==> src/sv/slt_pkg.sv <==
package slt_pkg;

    localparam int TABLE_ENTRIES = 16;
    localparam int IDX_W  = (TABLE_ENTRIES > 1) ? $clog2(TABLE_ENTRIES) : 1;
    localparam int CNT_W  = $clog2(TABLE_ENTRIES + 1);
    localparam int RANK_W = 5;
    localparam int SIDX_W = 4;
    localparam int NAMEH_W = 56;

    localparam logic MODE_INSERT = 1'b0;
    localparam logic MODE_READ   = 1'b1;

    typedef struct packed {
        logic [NAMEH_W-1:0] name_high;
        logic [63:0]        name_low;
        logic [31:0]        stamp;
        logic [31:0]        elapsed;
        logic [31:0]        level;
        logic [31:0]        rows;
        logic [31:0]        score;
    } t_entry;

    typedef struct packed {
        t_entry             entry;
        logic               placed;
        logic [RANK_W-1:0]  rank;
    } t_result;

    typedef struct packed {
        logic               wr_en;
        logic [IDX_W-1:0]   wr_addr;
        logic [IDX_W-1:0]   rd_addr;
    } t_store_ctl;

    typedef enum logic [2:0] {
        ST_IDLE,
        ST_SCAN,
        ST_SHIFT,
        ST_WRITE,
        ST_READ,
        ST_READ_WAIT,
        ST_DONE
    } t_state;

endpackage

==> src/sv/slt_store.sv <==
module slt_store
    import slt_pkg::*;
(
    input  logic       i_clk,
    input  logic       i_rst_n,
    input  t_store_ctl i_ctl,
    input  t_entry     i_wr_data,
    output t_entry     o_rd_data
);

    t_entry                   r_mem [TABLE_ENTRIES];
    logic [TABLE_ENTRIES-1:0] r_valid;
    t_entry                   r_rd_data;
    logic                     r_rd_ok;

    always_ff @(posedge i_clk) begin
        if (i_ctl.wr_en) begin
            r_mem[i_ctl.wr_addr] <= i_wr_data;
        end
        r_rd_data <= r_mem[i_ctl.rd_addr];
    end

    // Entries never written read as zero.
    always_ff @(posedge i_clk) begin
        if (!i_rst_n) begin
            r_valid <= '0;
            r_rd_ok <= 1'b0;
        end else begin
            if (i_ctl.wr_en) begin
                r_valid[i_ctl.wr_addr] <= 1'b1;
            end
            r_rd_ok <= r_valid[i_ctl.rd_addr];
        end
    end

    assign o_rd_data = r_rd_ok ? r_rd_data : '0;

endmodule

==> config.mk <==
export PLATFORM = sky130hd
export DESIGN_NAME = slt_store
export DESIGN_NICKNAME = d
export VERILOG_FILES = /design/src/sv/slt_pkg.sv /design/src/sv/slt_store.sv
export SDC_FILE = /design/constraint.sdc
export NUM_CORES = 2
export LEC_CHECK = 0
export ABC_CLOCK_PERIOD_IN_PS = 20200
export BUFFER_PORTS_ARGS = -buffer_cell sky130_fd_sc_hd__buf_2
export CAP_MARGIN = 30
export CORE_MARGIN = 8
export CORE_UTILIZATION = 55
export CTS_CLUSTER_SIZE = 40
export DETAILED_ROUTE_END_ITERATION = 6
export PLACE_DENSITY = 0.85
export SLEW_MARGIN = 20
export SYNTH_ARGS = -nofsm -noshare
export SYNTH_HDL_FRONTEND = slang
export SYNTH_MEMORY_MAX_BITS = 65536
export SYNTH_SLANG_ARGS = --single-unit
==> constraint.sdc <==
create_clock -name i_clk -period 20.2 [get_ports i_clk]
set_clock_uncertainty 0.05 [all_clocks]
set_input_delay 1.01 -clock i_clk [delete_from_list [all_inputs] [get_ports i_clk]]
set_output_delay 1.01 -clock i_clk [all_outputs]
set_load 0.01 [all_outputs]
== After elaboration in Yosys (flattened, before gate mapping) ==
Memory sizes are Yosys's and may differ from the RTL's. A register that Yosys moved wholly into a read port is not among the register bits.
Index checks and enable logic that the tools add are counted.
W data, S select, Z words.

* Register bits after elaboration: 17
* RAM bits: 4480
* Input bits: 291
* Word-level logic and storage cells: 15
* Memories kept: 1

* $lt $le $gt $ge: 3
* Muxes and demuxes: 7
* Bitwise gates (word level): 1
* Reductions and logical operators: 1

{| class="wikitable"
|+ Memories
! name !! depth !! width !! rd ports !! clocked after memory_dff !! wr ports !! RTL line !! source
|-
| r_mem || 16 || 280 || 1 || 1 || 1 || slt_store.sv:11 || <nowiki>t_entry r_mem [TABLE_ENTRIES];</nowiki>
|}

{| class="wikitable"
|+ Operator list
! operator !! number
|-
| $mux W280 || 1
|-
| $or A16 B16 Y16 || 1
|-
| $lt A4 B5 Y1 const B || 2
|-
| $bmux W1 S4 || 1
|-
| $demux W1 S4 || 1
|-
| $ge A4 B1 Y1 const B || 1
|-
| $mux W1 || 4
|-
| $logic_and A1 B1 Y1 || 1
|}

== Logic depth before layout (Yosys ltp) ==
* Depth in word-level cells: 5
* Depth in mapped cells: 8

== Worst setup path before layout ==
Ideal clock, no wire load.

* Path kind: input -> register
* Start point: input port i_ctl[6] (netlist name)
* End point: memory r_mem[0][0] (netlist name), enable pin
* Library setup time: 1.271 ns
* Arrival: 20.403 ns
* Required time: 18.879 ns
* Setup slack: -1.523 ns
* Stages on the path: 2
* Cells stage by stage: or3b_2 > nor3_1

{| class="wikitable"
|+ RTL lines
! element !! RTL line !! source
|-
| start: declaration || slt_store.sv:6 || <nowiki>input t_store_ctl i_ctl,</nowiki>
|-
| end: declaration || slt_store.sv:11 ||
|}

Straight into the memory's write port.

==> results.py <==
metrics = {
    "run_status": {
        "outcome": "finished clean",
    },
    "yosys": {
        "synth_warnings": 0,
        "syn-num-nets": 7789,
        "synth_cell_type_count": 23,
        "syn-instance-count": 7498,
        "ys_seq_area_share_pct": 80.3,
        "synthTopCellsByArea": "edfxtp_1 77%, mux4_2 14%, dfxtp_1 3.4%",
        "syn-cell-area_um2": 175000,
        "yosys.area.top_type": "edfxtp_1",
        "ys_seq_elements": 4777,
        "synth_top_area_share_pct": 76.9,
        "syn_avg_cell_area_um2": 23.3,
    },
    "finish": {
        "fin_nets": 8570,
        "fin_util_pct": 62.6,
        "fin_area_um2": 199000,
        "ff_latch_area_um2": 140000,
        "multi_input_area_um2": 32700,
        "syn_to_final_growth_pct": 13.5,
        "num-fill-cells": 19187,
        "layout-drive-gt1-share_pct": 29.8,
    },
    "die": {
        "die-area_um2": 336000,
        "die_h_um": 580,
        "ioPinCount": 571,
        "start_util_pct": 55.1,
        "core_um2": 317000,
        "num_rows": 207,
        "die_x_um": 580,
    },
    "setup_path": {
        "cpMostUsedCell": "buf_4",
        "path_cells": "buf_12 > buf_12 > buf_4 > buf_4 > buf_12 > buf_4 > buf_16 > buf_4 > mux4_2 > o22ai_1 > nor2_1",
        "crit_family": "buffers and inverters",
        "required_ps": 20980,
        "crit_fanout": 94,
        "worst_path_max_delay_cell": "buf_4",
        "worst-setup-path-type": "input port to flop",
        "crit_path_end_kind": "flop",
        "cpPeakStageDelay_ps": 790,
        "worst-path-buf-inv": 8,
        "worstSetupStartpointType": "input port",
        "crit_arrival_ps": 6540,
        "rrSetupSlack_ps": 18610,
    },
    "global_routing": {
        "grt_pass1_vias": 91709,
        "grtUsageMet2_pct": 43.9,
        "grt.total_usage_pct": 27.2,
        "antenna_found_initial": 162,
        "global_route.usage.met1_pct": 34.5,
        "grt_use_met3_pct": 8.42,
        "grt_pass1_wl_um": 664000,
        "grt_overflow": 0,
        "grt_max_degree": 157,
        "busiest_layer": "met2",
    },
    "sta": {
        "rsz0062_at_grt": "false",
        "holdWs_ps": 327,
        "hold_viol_final": 0,
        "slew_headroom_pct": 20.5,
        "fmax_mhz": 173,
        "fin_crit_ps": 5760,
        "fin_crit_sh_pct": 28.5,
        "finalSetupTns_ps": 0,
        "final-setup-viol-count": 0,
        "max_slew.worst_pin.slew_ps": 1190,
        "maxSlewViolCount": 0,
    },
    "power": {
        "power_per_cell_area_nw_per_um2": 105,
        "ir_drop_mv": 0.102,
        "power.leakage_nw": 64.2,
        "power_w": 0.0208,
    },
    "routing": {
        "wire_per_inst_um": 36.5,
        "drc_errors": 0,
        "first_iter_violations": 13814,
        "wl_um": 473000,
        "first_pass_iters": 6,
        "vias": 89110,
        "final_antenna_net_count": 0,
        "via_per_inst": 6.88,
    },
    "place": {
        "place_area_um2": 183000,
        "portBuffers": 570,
        "hpwlAfterDp_um": 223000,
        "place.gp.congestion": 0.762,
    },
    "clocking": {
        "root_buffer": "clkbuf_16",
        "htree_levels": 5,
        "cts_hold_buf": 0,
        "clkTransAtPathRegs_ps": 70,
        "cts_resized": 0,
        "postCtsSetupBuffers": 0,
        "cts_sinks": 4777,
        "cts_buffer_depth": 4,
        "numCtsBuffers": 441,
        "clk_latency_ps": 970,
        "cts_tree": "built",
    },
    "flow_run": {
        "drv_cap": 0,
    },
    "worst_hold_path": {
        "hold_class": "input port to flop",
    },
}
-- synth_stat cells --
master,number
a22oi_1,456
and2_1,282
buf_1,75
buf_2,119
buf_4,8
buf_6,17
clkbuf_1,191
dfxtp_1,297
edfxtp_1,4480
mux2i_1,4
mux4_2,1122
nand2_1,234
nand2b_1,7
nand3_1,3
nand3b_1,2
nor2_1,66
nor2b_1,5
nor3_1,4
o211ai_1,2
o21a_1,16
o22ai_1,105
or2_2,2
or3b_2,1
-- power by group --
group | internal (W) | leakage, nW | switching [W]
logic | 0.000373 | 14.0 | 0.000607
clock network | 0.00482 | 7.28 | 0.00380
registers | 0.0111 | 43.0 | 0.000104
total | 0.0163 | 64.2 | 0.00451
-- cell families after synthesis --
kind of cell    synth area share, %
simple gates                   1.74
mux                            14.5
buf+inv                        1.06
flops                          80.3
compound gates                 2.41
-- path summary, 6_finish.rpt --
check                                 from                 endpoint  depth (start not counted)
setup / recovery                  i_ctl[0]   r_rd_data[216]$_DFF_P_                         11
hold / removal              i_wr_data[182]  r_mem[4][182]$_DFFE_PP_                          1
setup reg to reg  r_mem[11][181]$_DFFE_PP_   r_rd_data[181]$_DFF_P_                          3
hold reg to reg    r_valid[9]$_SDFFE_PN0P_  r_valid[9]$_SDFFE_PN0P_                          1
-- registers in the layout (all words and copies together), names as in the netlist --
register	cells
r_rd_data	280
r_valid	16
r_mem	4480
r_rd_ok	1
-- cells in the final DEF, fill, tap and decap left out, types with 81 or more instances in the layout --
| master | instances |
|---|---|
| edfxtp_1 | 4480 |
| mux4_2 | 1122 |
| buf_2 | 567 |
| a22oi_1 | 456 |
| clkbuf_16 | 443 |
| dfxtp_1 | 296 |
| and2_1 | 280 |
| nand2_1 | 234 |
| buf_4 | 134 |
| o22ai_1 | 105 |
| diode_2 | 100 |
| clkbuf_1 | 100 |
| clkinv_2 | 81 |
-- metal layers --
layer	share of wire (%)	up-vias
li1	-	33366
met1	33	46219
met2	49	8028
met3	13	1391
met4	4.4	106
met5	0.15	-
-- area by class of cell --
cell class              count  area share, %
well taps                4180           2.63
repair buffers            748           2.46
diodes                    100          0.126
multi-input cells        2311           16.5
flip-flops and latches   4777           70.7
clock inverters           235           1.39
clock buffers             598           6.15
-- stage by stage --
step,worst slack (ps),std cells
after floorplan,6060,7498
after global routing,13960,12883
after detailed placement,13240,12002
after CTS,14210,12835
final,14440,12949
after global placement,13180,11993
Power figures use the tool's default switching activity.
