**config.mk**
```make
export PLATFORM = sky130hd
export DESIGN_NAME = slt_ctrl
export DESIGN_NICKNAME = d
export VERILOG_FILES = /design/src/sv/slt_pkg.sv /design/src/sv/slt_cmp.sv /design/src/sv/slt_ctrl.sv
export SDC_FILE = /design/constraint.sdc
export NUM_CORES = 1
export LEC_CHECK = 0
export BUFFER_PORTS_ARGS = -buffer_cell sky130_fd_sc_hd__buf_2
export CAP_MARGIN = 40
export CORE_AREA = 5 5 445 447
export DETAILED_ROUTE_END_ITERATION = 10
export DIE_AREA = 0 0 450 452
export PLACE_DENSITY = 0.33
export SLEW_MARGIN = 20
export SYNTH_ARGS = -nofsm -noshare
export SYNTH_HDL_FRONTEND = slang
export SYNTH_HIERARCHICAL = 1
export SYNTH_SLANG_ARGS = --single-unit
```
**constraint.sdc**
```tcl
create_clock -name i_clk -period 25.8 [get_ports i_clk]
set_input_delay 5.16 -clock i_clk [delete_from_list [all_inputs] [get_ports i_clk]]
set_output_delay 5.16 -clock i_clk [all_outputs]
set_load 0.05 [all_outputs]
```
**src/sv/slt_pkg.sv**
```systemverilog
package slt_pkg;

    localparam int TABLE_ENTRIES = 16;
    localparam int IDX_W  = (TABLE_ENTRIES > 1) ? $clog2(TABLE_ENTRIES) : 1;
    localparam int CNT_W  = $clog2(TABLE_ENTRIES + 1);
    localparam int RANK_W = 5;
    localparam int SIDX_W = 4;
    localparam int NAMEH_W = 56;

    localparam logic MODE_INSERT = 1'b0;
    localparam logic MODE_READ   = 1'b1;

    typedef struct packed {
        logic [NAMEH_W-1:0] name_high;
        logic [63:0]        name_low;
        logic [31:0]        stamp;
        logic [31:0]        elapsed;
        logic [31:0]        level;
        logic [31:0]        rows;
        logic [31:0]        score;
    } t_entry;

    typedef struct packed {
        t_entry             entry;
        logic               placed;
        logic [RANK_W-1:0]  rank;
    } t_result;

    typedef struct packed {
        logic               wr_en;
        logic [IDX_W-1:0]   wr_addr;
        logic [IDX_W-1:0]   rd_addr;
    } t_store_ctl;

    typedef enum logic [2:0] {
        ST_IDLE,
        ST_SCAN,
        ST_SHIFT,
        ST_WRITE,
        ST_READ,
        ST_READ_WAIT,
        ST_DONE
    } t_state;

endpackage

```
**src/sv/slt_cmp.sv**
```systemverilog
module slt_cmp
    import slt_pkg::*;
(
    input  t_entry i_slot,
    input  t_entry i_cand,
    output logic   o_worse
);

    // Stored entry is strictly worse: lower score, then longer time, then later date.
    always_comb begin
        if (i_slot.score != i_cand.score) begin
            o_worse = (i_slot.score < i_cand.score);
        end else if (i_slot.elapsed != i_cand.elapsed) begin
            o_worse = (i_slot.elapsed > i_cand.elapsed);
        end else begin
            o_worse = (i_slot.stamp > i_cand.stamp);
        end
    end

endmodule

```
**src/sv/slt_ctrl.sv**
```systemverilog
module slt_ctrl
    import slt_pkg::*;
(
    input  logic              i_clk,
    input  logic              i_rst_n,
    input  logic              i_valid,
    input  logic              i_mode,
    input  logic [SIDX_W-1:0] i_index,
    input  t_entry            i_cand,
    output logic              o_ready,
    output t_store_ctl        o_store_ctl,
    output t_entry            o_wr_data,
    input  t_entry            i_rd_data,
    output logic              o_res_valid,
    output t_result           o_res,
    input  logic              i_res_take
);

    t_state            r_state, n_state;
    logic [CNT_W-1:0]  r_ptr, n_ptr;
    logic [CNT_W-1:0]  r_chk, n_chk;
    logic [CNT_W-1:0]  r_rank, n_rank;
    logic              r_dv, n_dv;
    logic [SIDX_W-1:0] r_index, n_index;
    t_entry            r_cand, n_cand;
    t_result           r_res, n_res;
    logic              w_worse;

    slt_cmp u_cmp (
        .i_slot  (i_rd_data),
        .i_cand  (r_cand),
        .o_worse (w_worse)
    );

    // next state
    always_comb begin
        n_state = r_state;
        unique case (r_state)
            ST_IDLE: begin
                if (i_valid) begin
                    n_state = (i_mode == MODE_READ) ? ST_READ : ST_SCAN;
                end
            end
            ST_SCAN: begin
                if (r_dv && w_worse) begin
                    n_state = ST_SHIFT;
                end else if (r_dv && (r_chk == CNT_W'(TABLE_ENTRIES - 1))) begin
                    n_state = ST_DONE;
                end
            end
            ST_SHIFT: begin
                if ((r_ptr <= r_rank) && !r_dv) begin
                    n_state = ST_WRITE;
                end
            end
            ST_WRITE:     n_state = ST_DONE;
            ST_READ:      n_state = ST_READ_WAIT;
            ST_READ_WAIT: n_state = ST_DONE;
            ST_DONE: begin
                if (i_res_take) begin
                    n_state = ST_IDLE;
                end
            end
            default:      n_state = ST_IDLE;
        endcase
    end

    // datapath and store control
    always_comb begin
        n_ptr               = r_ptr;
        n_chk               = r_chk;
        n_dv                = 1'b0;
        n_rank              = r_rank;
        n_index             = r_index;
        n_cand              = r_cand;
        n_res               = r_res;
        o_store_ctl         = '0;
        o_store_ctl.rd_addr = IDX_W'(r_ptr);
        o_wr_data           = r_cand;
        unique case (r_state)
            ST_IDLE: begin
                if (i_valid) begin
                    n_cand  = i_cand;
                    n_index = i_index;
                    n_ptr   = '0;
                end
            end
            ST_SCAN: begin
                // issue one read a cycle, compare the word that comes back
                if (r_ptr < CNT_W'(TABLE_ENTRIES)) begin
                    n_dv  = 1'b1;
                    n_chk = r_ptr;
                    n_ptr = r_ptr + 1'b1;
                end
                if (r_dv && w_worse) begin
                    n_rank = r_chk;
                    n_ptr  = CNT_W'(TABLE_ENTRIES - 1);
                    n_dv   = 1'b0;
                end else if (r_dv && (r_chk == CNT_W'(TABLE_ENTRIES - 1))) begin
                    n_res.rank   = RANK_W'(TABLE_ENTRIES);
                    n_res.placed = 1'b0;
                    n_res.entry  = '0;
                end
            end
            ST_SHIFT: begin
                // move entry ptr-1 down to ptr, bottom first
                if (r_ptr > r_rank) begin
                    o_store_ctl.rd_addr = IDX_W'(r_ptr - 1'b1);
                    n_dv  = 1'b1;
                    n_chk = r_ptr;
                    n_ptr = r_ptr - 1'b1;
                end
                if (r_dv) begin
                    o_store_ctl.wr_en   = 1'b1;
                    o_store_ctl.wr_addr = IDX_W'(r_chk);
                    o_wr_data           = i_rd_data;
                end
            end
            ST_WRITE: begin
                o_store_ctl.wr_en   = 1'b1;
                o_store_ctl.wr_addr = IDX_W'(r_rank);
                n_res.rank   = RANK_W'(r_rank);
                n_res.placed = 1'b1;
                n_res.entry  = '0;
            end
            ST_READ: begin
                o_store_ctl.rd_addr = IDX_W'(r_index);
            end
            ST_READ_WAIT: begin
                n_res.rank   = RANK_W'(r_index);
                n_res.placed = 1'b0;
                n_res.entry  = (32'(r_index) < TABLE_ENTRIES) ? i_rd_data : '0;
            end
            ST_DONE: begin
                n_dv = 1'b0;
            end
            default: begin
                n_dv = 1'b0;
            end
        endcase
    end

    always_ff @(posedge i_clk) begin
        if (!i_rst_n) begin
            r_state <= ST_IDLE;
            r_ptr   <= '0;
            r_chk   <= '0;
            r_rank  <= '0;
            r_dv    <= 1'b0;
            r_index <= '0;
        end else begin
            r_state <= n_state;
            r_ptr   <= n_ptr;
            r_chk   <= n_chk;
            r_rank  <= n_rank;
            r_dv    <= n_dv;
            r_index <= n_index;
        end
    end

    always_ff @(posedge i_clk) begin
        r_cand <= n_cand;
        r_res  <= n_res;
    end

    assign o_ready     = (r_state == ST_IDLE);
    assign o_res_valid = (r_state == ST_DONE);
    assign o_res       = r_res;

endmodule

```
[After elaboration in Yosys (flattened, before gate mapping)]
Index checks and enable logic that the tools add are counted.
Storage, ports and cells
  bits of input ports: 569
  output and inout bits: 577
  register bits: 589
Operators by class
  add/sub/neg operators: 2
  $lt $le $gt $ge: 6
  multiplexer cells: 30
  reduce and logical (&&, ||, !) cells: 15
  equality and inequality tests: 18
Operator list (number)
  $pmux W286 S3: 1
  $mux W286: 2
  $mux W280: 2
  $gt A32 B32 Y1: 2
  $ne A32 B32 Y1: 2
  $mux W5: 7
  $lt A32 B32 Y1: 1
  $pmux W5 S2: 2
  $mux W3: 6
  $pmux W3 S6: 1
  $pmux W5 S3: 1
  $ne A2 B2 Y1 const B: 6
  $eq A3 B3 Y1 const B: 3
  $pmux W4 S2: 1
  $reduce_and A4 Y1: 2
  $eq A3 B2 Y1 const B: 2
  $ne A3 B3 Y1 const B: 2
  $reduce_and A3 Y1: 2
  $reduce_bool A3 Y1: 2
  $add A5 B1 Y5 const B: 1
  $eq A5 B4 Y1 const B: 1
  $gt A5 B5 Y1: 1
  $le A5 B5 Y1: 1
  $lt A5 B5 Y1 const B: 1
  12 further kinds: 19

[Depth between registers and ports, before layout]
  word-level depth: 6
  gate-level depth with buffers: 14
  depth with buffers taken out: 14

[Hierarchy]
Netlist, hierarchy kept.
By module, submodules not included
  slt_ctrl: area each 24031.8 um^2, times used 1, sequential area each 17456.7 um^2, cells an instance 1433
  slt_cmp: area each 2448.6 um^2, times used 1, sequential area each 0.0 um^2, cells an instance 343

[Worst setup path before layout]
Ideal clock, no wire load.
  path kind: input-to-reg
  from: input port i_valid
  to: register r_index[0]
  cell stages on the path: 4
  buffers on the path: 1
  arrival time: 13713 ps
  path slack: 11944 ps
  path through: and2_1 clkbuf_1 mux2i_1 nor2_1
Between the ends
  word-level cells in the longest chain between the ends: 1
RTL lines
  start: declaration: RTL line slt_ctrl.sv:6  | input logic i_valid,
  $reduce_and A2 Y1 (no line)
  end signal: assignment: RTL line slt_ctrl.sv:157  | r_index <= n_index;
  end: declaration: RTL line slt_ctrl.sv:24  | logic [SIDX_W-1:0] r_index, n_index;
No other way between the ends.
A chain may end at the register's enable or synchronous reset.

==> out/summary.txt <==
Critical Path RT: 20.64 ns
Status: finished clean
Worst Setup End Kind: output port
Global-route wire length before repair: 203 mm
Slew headroom: 20.3%
HP Class: flop to flop
Max Cap Viol: 0
Fin util: 19.7%
Combinational group share of total power: 38.5%
Primary FF master, synth: edfxtp_1
Die area: 203000 um^2
Antenna-violating nets left: 0
Gr usage total: 14.7%
Post-route DRC: 0
Commonest cells in the synthesized netlist: edfxtp_1 (566), and3_1 (282), mux2_2 (280), inv_1 (107), ha_1 (103)
Synth area leaders: edfxtp_1 (64%), mux2_2 (12%), and3_1 (6.7%), ha_1 (4.9%), dfxtp_1 (1.7%)
# hold bufs at CTS: 0
# port buffers: 1145
Sw Ratio: 44.5%
Placer Congestion: 0.998
Clk pwr share: 28.3%
P&R area growth vs syn: 43.9%
Flip-flop and latch area: 17500 um^2
F_max: 0.0901 GHz
Post CTS Setup Buffer Count: 0
Synth area leader: edfxtp_1
H-tree depth: 3
Die Wd: 450 um
Critical path cell sequence: buf_2 > mux2_2 > buf_2
Reg2reg setup slack: 20.86 ns
Critical Path Sink: o_wr_data[56]
Vias in the first global route: 21.1k
Overflow left after global routing: 0
Clock sink total: 589
DR vias: 20.5k
Mean area per synthesized cell: 14.9 um^2
Final Hold Viols: 0
Multi-input combinational cell area: 8100 um^2
Worst R2R End: o_res[227]
Setup ws final: 14.70 ns
Fill cell count: 21.2k
CTS max path bufs: 3
Pwr Density: 110 nW/um^2
Crit path launch: i_rd_data[56]
Slew Limit Fails: 0
IO Pins: 1146
Min Tclk post-route: 11.10 ns
Total Nets Final: 3603
Critical path's largest stage delay: 0.39 ns
Tcrit/Tclk final: 43.0%
Seq/Total Area, Yosys: 65.9%
Data arrival, critical path: 5.94 ns
Fraction of final layout cells with drive strength greater than 1: 53.5%
Mapped Nets: 2448
Worst slew pin tran: 1.19 ns
Synth top area share: 64.2%
Max Fanout on Critical Path: 2
Router iterations before antenna repair: 5
Setup violations, final: 0
DR iter-0 viols: 1221
RSZ-0062 raised after global routing: no
CTS tree: built
Routed vias/inst: 3.69
Core area: 194000 um^2
Syn Std Cell Area: 26500 um^2
Number of synthesized register bits: 589
Mapped Cells: 1776
CTS Root Cell: clkbuf_16
Clk_skew: 0.0346 ns
Psw: 1870 uW
Critical path's most frequent cell: buf_2
Routed len/inst: 28.3 um
Synth unique cells: 64
Core Rows: 162
Yosys Warn Count: 6
Fraction of registers with async set/reset: 0%
Largest net degree at the start of global routing: 152
Sum Neg Setup Slack: 0 ns
Final WL: 157 mm
Dpl hpwl: 125 mm
Crit path launch type: input port
Reg2Reg Depth: 13
Internal Power: 2330 uW
Starting Density: 13.7%
CP max stage cell: mux2_2
Peak VDD IR: 0.0576 mV
DIE HEIGHT: 452 um
FF-to-FF Start: r_cand[142]
Initial antenna violation count: 64
Total CTS buffers: 85
Most frequent cell after synthesis: edfxtp_1
Worst slack at placement: 14.67 ns
# resized after CTS: 0
Number of flops mapped to enable cells by yosys: 566
Critical path type: input port to output port
Sequential share of power: 33.2%
Leak Pwr: 0.0163 uW
Worst-path clk slew: 0.06 ns
Clock Latency Late Sink: 0.71 ns
-- state kept, by name, summed over array words and instances, names as in the netlist --
register,count
o_res,286
r_cand,280
r_chk,5
r_dv,1
r_index,4
r_ptr,5
r_rank,5
r_state,3
-- routing by layer --
layer	part of all wire, %	wire (um)	vias up	track usage [%]
met2	50	79000	843	25.8
met1	40	62200	10300	17.2
met4	2.7	4320	2	3.98
met5	0.0083	13	-	0
li1	-	-	9098	-
met3	7.5	11700	225	4.79
-- cell usage in the layout, fill, tap and decap left out, types with 5 or more instances in the layout --
cell type / n
diode_2: 16
clkinv_2: 14
clkinv_1: 16
ha_1: 103
a221o_1: 5
o21a_1: 5
nand4_1: 17
o21ai_1: 5
buf_16: 5
nand2_1: 44
clkinvlp_4: 6
mux2i_1: 14
bufinv_16: 6
a21oi_1: 46
clkbuf_1: 14
inv_1: 107
and3_1: 282
buf_12: 8
o21ai_0: 22
a21o_1: 15
edfxtp_1: 566
buf_2: 1145
nand2b_1: 6
nand3_1: 9
nor2_1: 28
nor2b_1: 8
buf_4: 20
nor3_1: 11
a211oi_1: 5
dfxtp_1: 22
a22o_1: 8
mux2_2: 280
clkbuf_16: 85
-- metrics by stage --
| step | instances | power (uW) | cell area, um^2 | hold WS, ns |
|---|---|---|---|---|
| after floorplan | 1776 | 2490 | 26500 | 0.445 |
| after global placement | 5374 | 3050 | 35100 | 0.466 |
| after detailed placement | 5384 | 3060 | 35300 | 0.476 |
| after CTS | 5538 | 4300 | 38000 | 0.484 |
| after global routing | 5547 | 4400 | 38100 | 0.505 |
| final | 5556 | 4210 | 38100 | 0.493 |
-- critical path: cells and delay by family --
kind	cells	cell delay (ns)
mux	1	0.39
buf+inv	2	0.37
-- cell type report --
cell class | instances | share of cell area [%]
repair buffers | 1178 | 16.2
well taps | 2542 | 8.35
clock inverters | 54 | 1.44
diodes | 16 | 0.105
inverters | 107 | 1.05
flip-flops and latches | 589 | 45.8
multi-input cells | 970 | 21.3
clock buffers | 100 | 5.76
-- how the worst min path moves through the flow --
stage,from,end,slack [ns],cells past startpoint
floorplan,r_chk[4],r_rank[4],0.45,2
global placement,r_chk[4],r_chk[4],0.47,2
detailed placement,r_chk[4],r_chk[4],0.48,2
CTS,r_chk[4],r_chk[4],0.48,2
global route,r_chk[4],r_chk[4],0.51,2
finish,r_chk[4],r_chk[4],0.49,2
-- cells by family (layout without fill, tap and decap cells) --
kind of cell | count (synthesis) | after routing | share of synthesized area [%]
compound gates | 136 | 136 | 3.38
other cells | 0 | 16 | 0
xor+xnor | 3 | 3 | 0.0992
fa+ha+maj | 103 | 103 | 4.87
flops | 589 | 589 | 65.9
buf+inv | 217 | 1439 | 3.57
simple gates | 434 | 434 | 9.72
mux | 294 | 294 | 12.4
-- power by group through the flow --
stage	registers [uW]	clock network, uW	logic (uW)
final	1400	1190	1620
after global routing	1410	1280	1710
after CTS	1400	1250	1650
after detailed placement	1420	0	1640
after global placement	1420	0	1630
after floorplan	1690	0	795
Note: power is estimated with default switching activity, not from simulation.
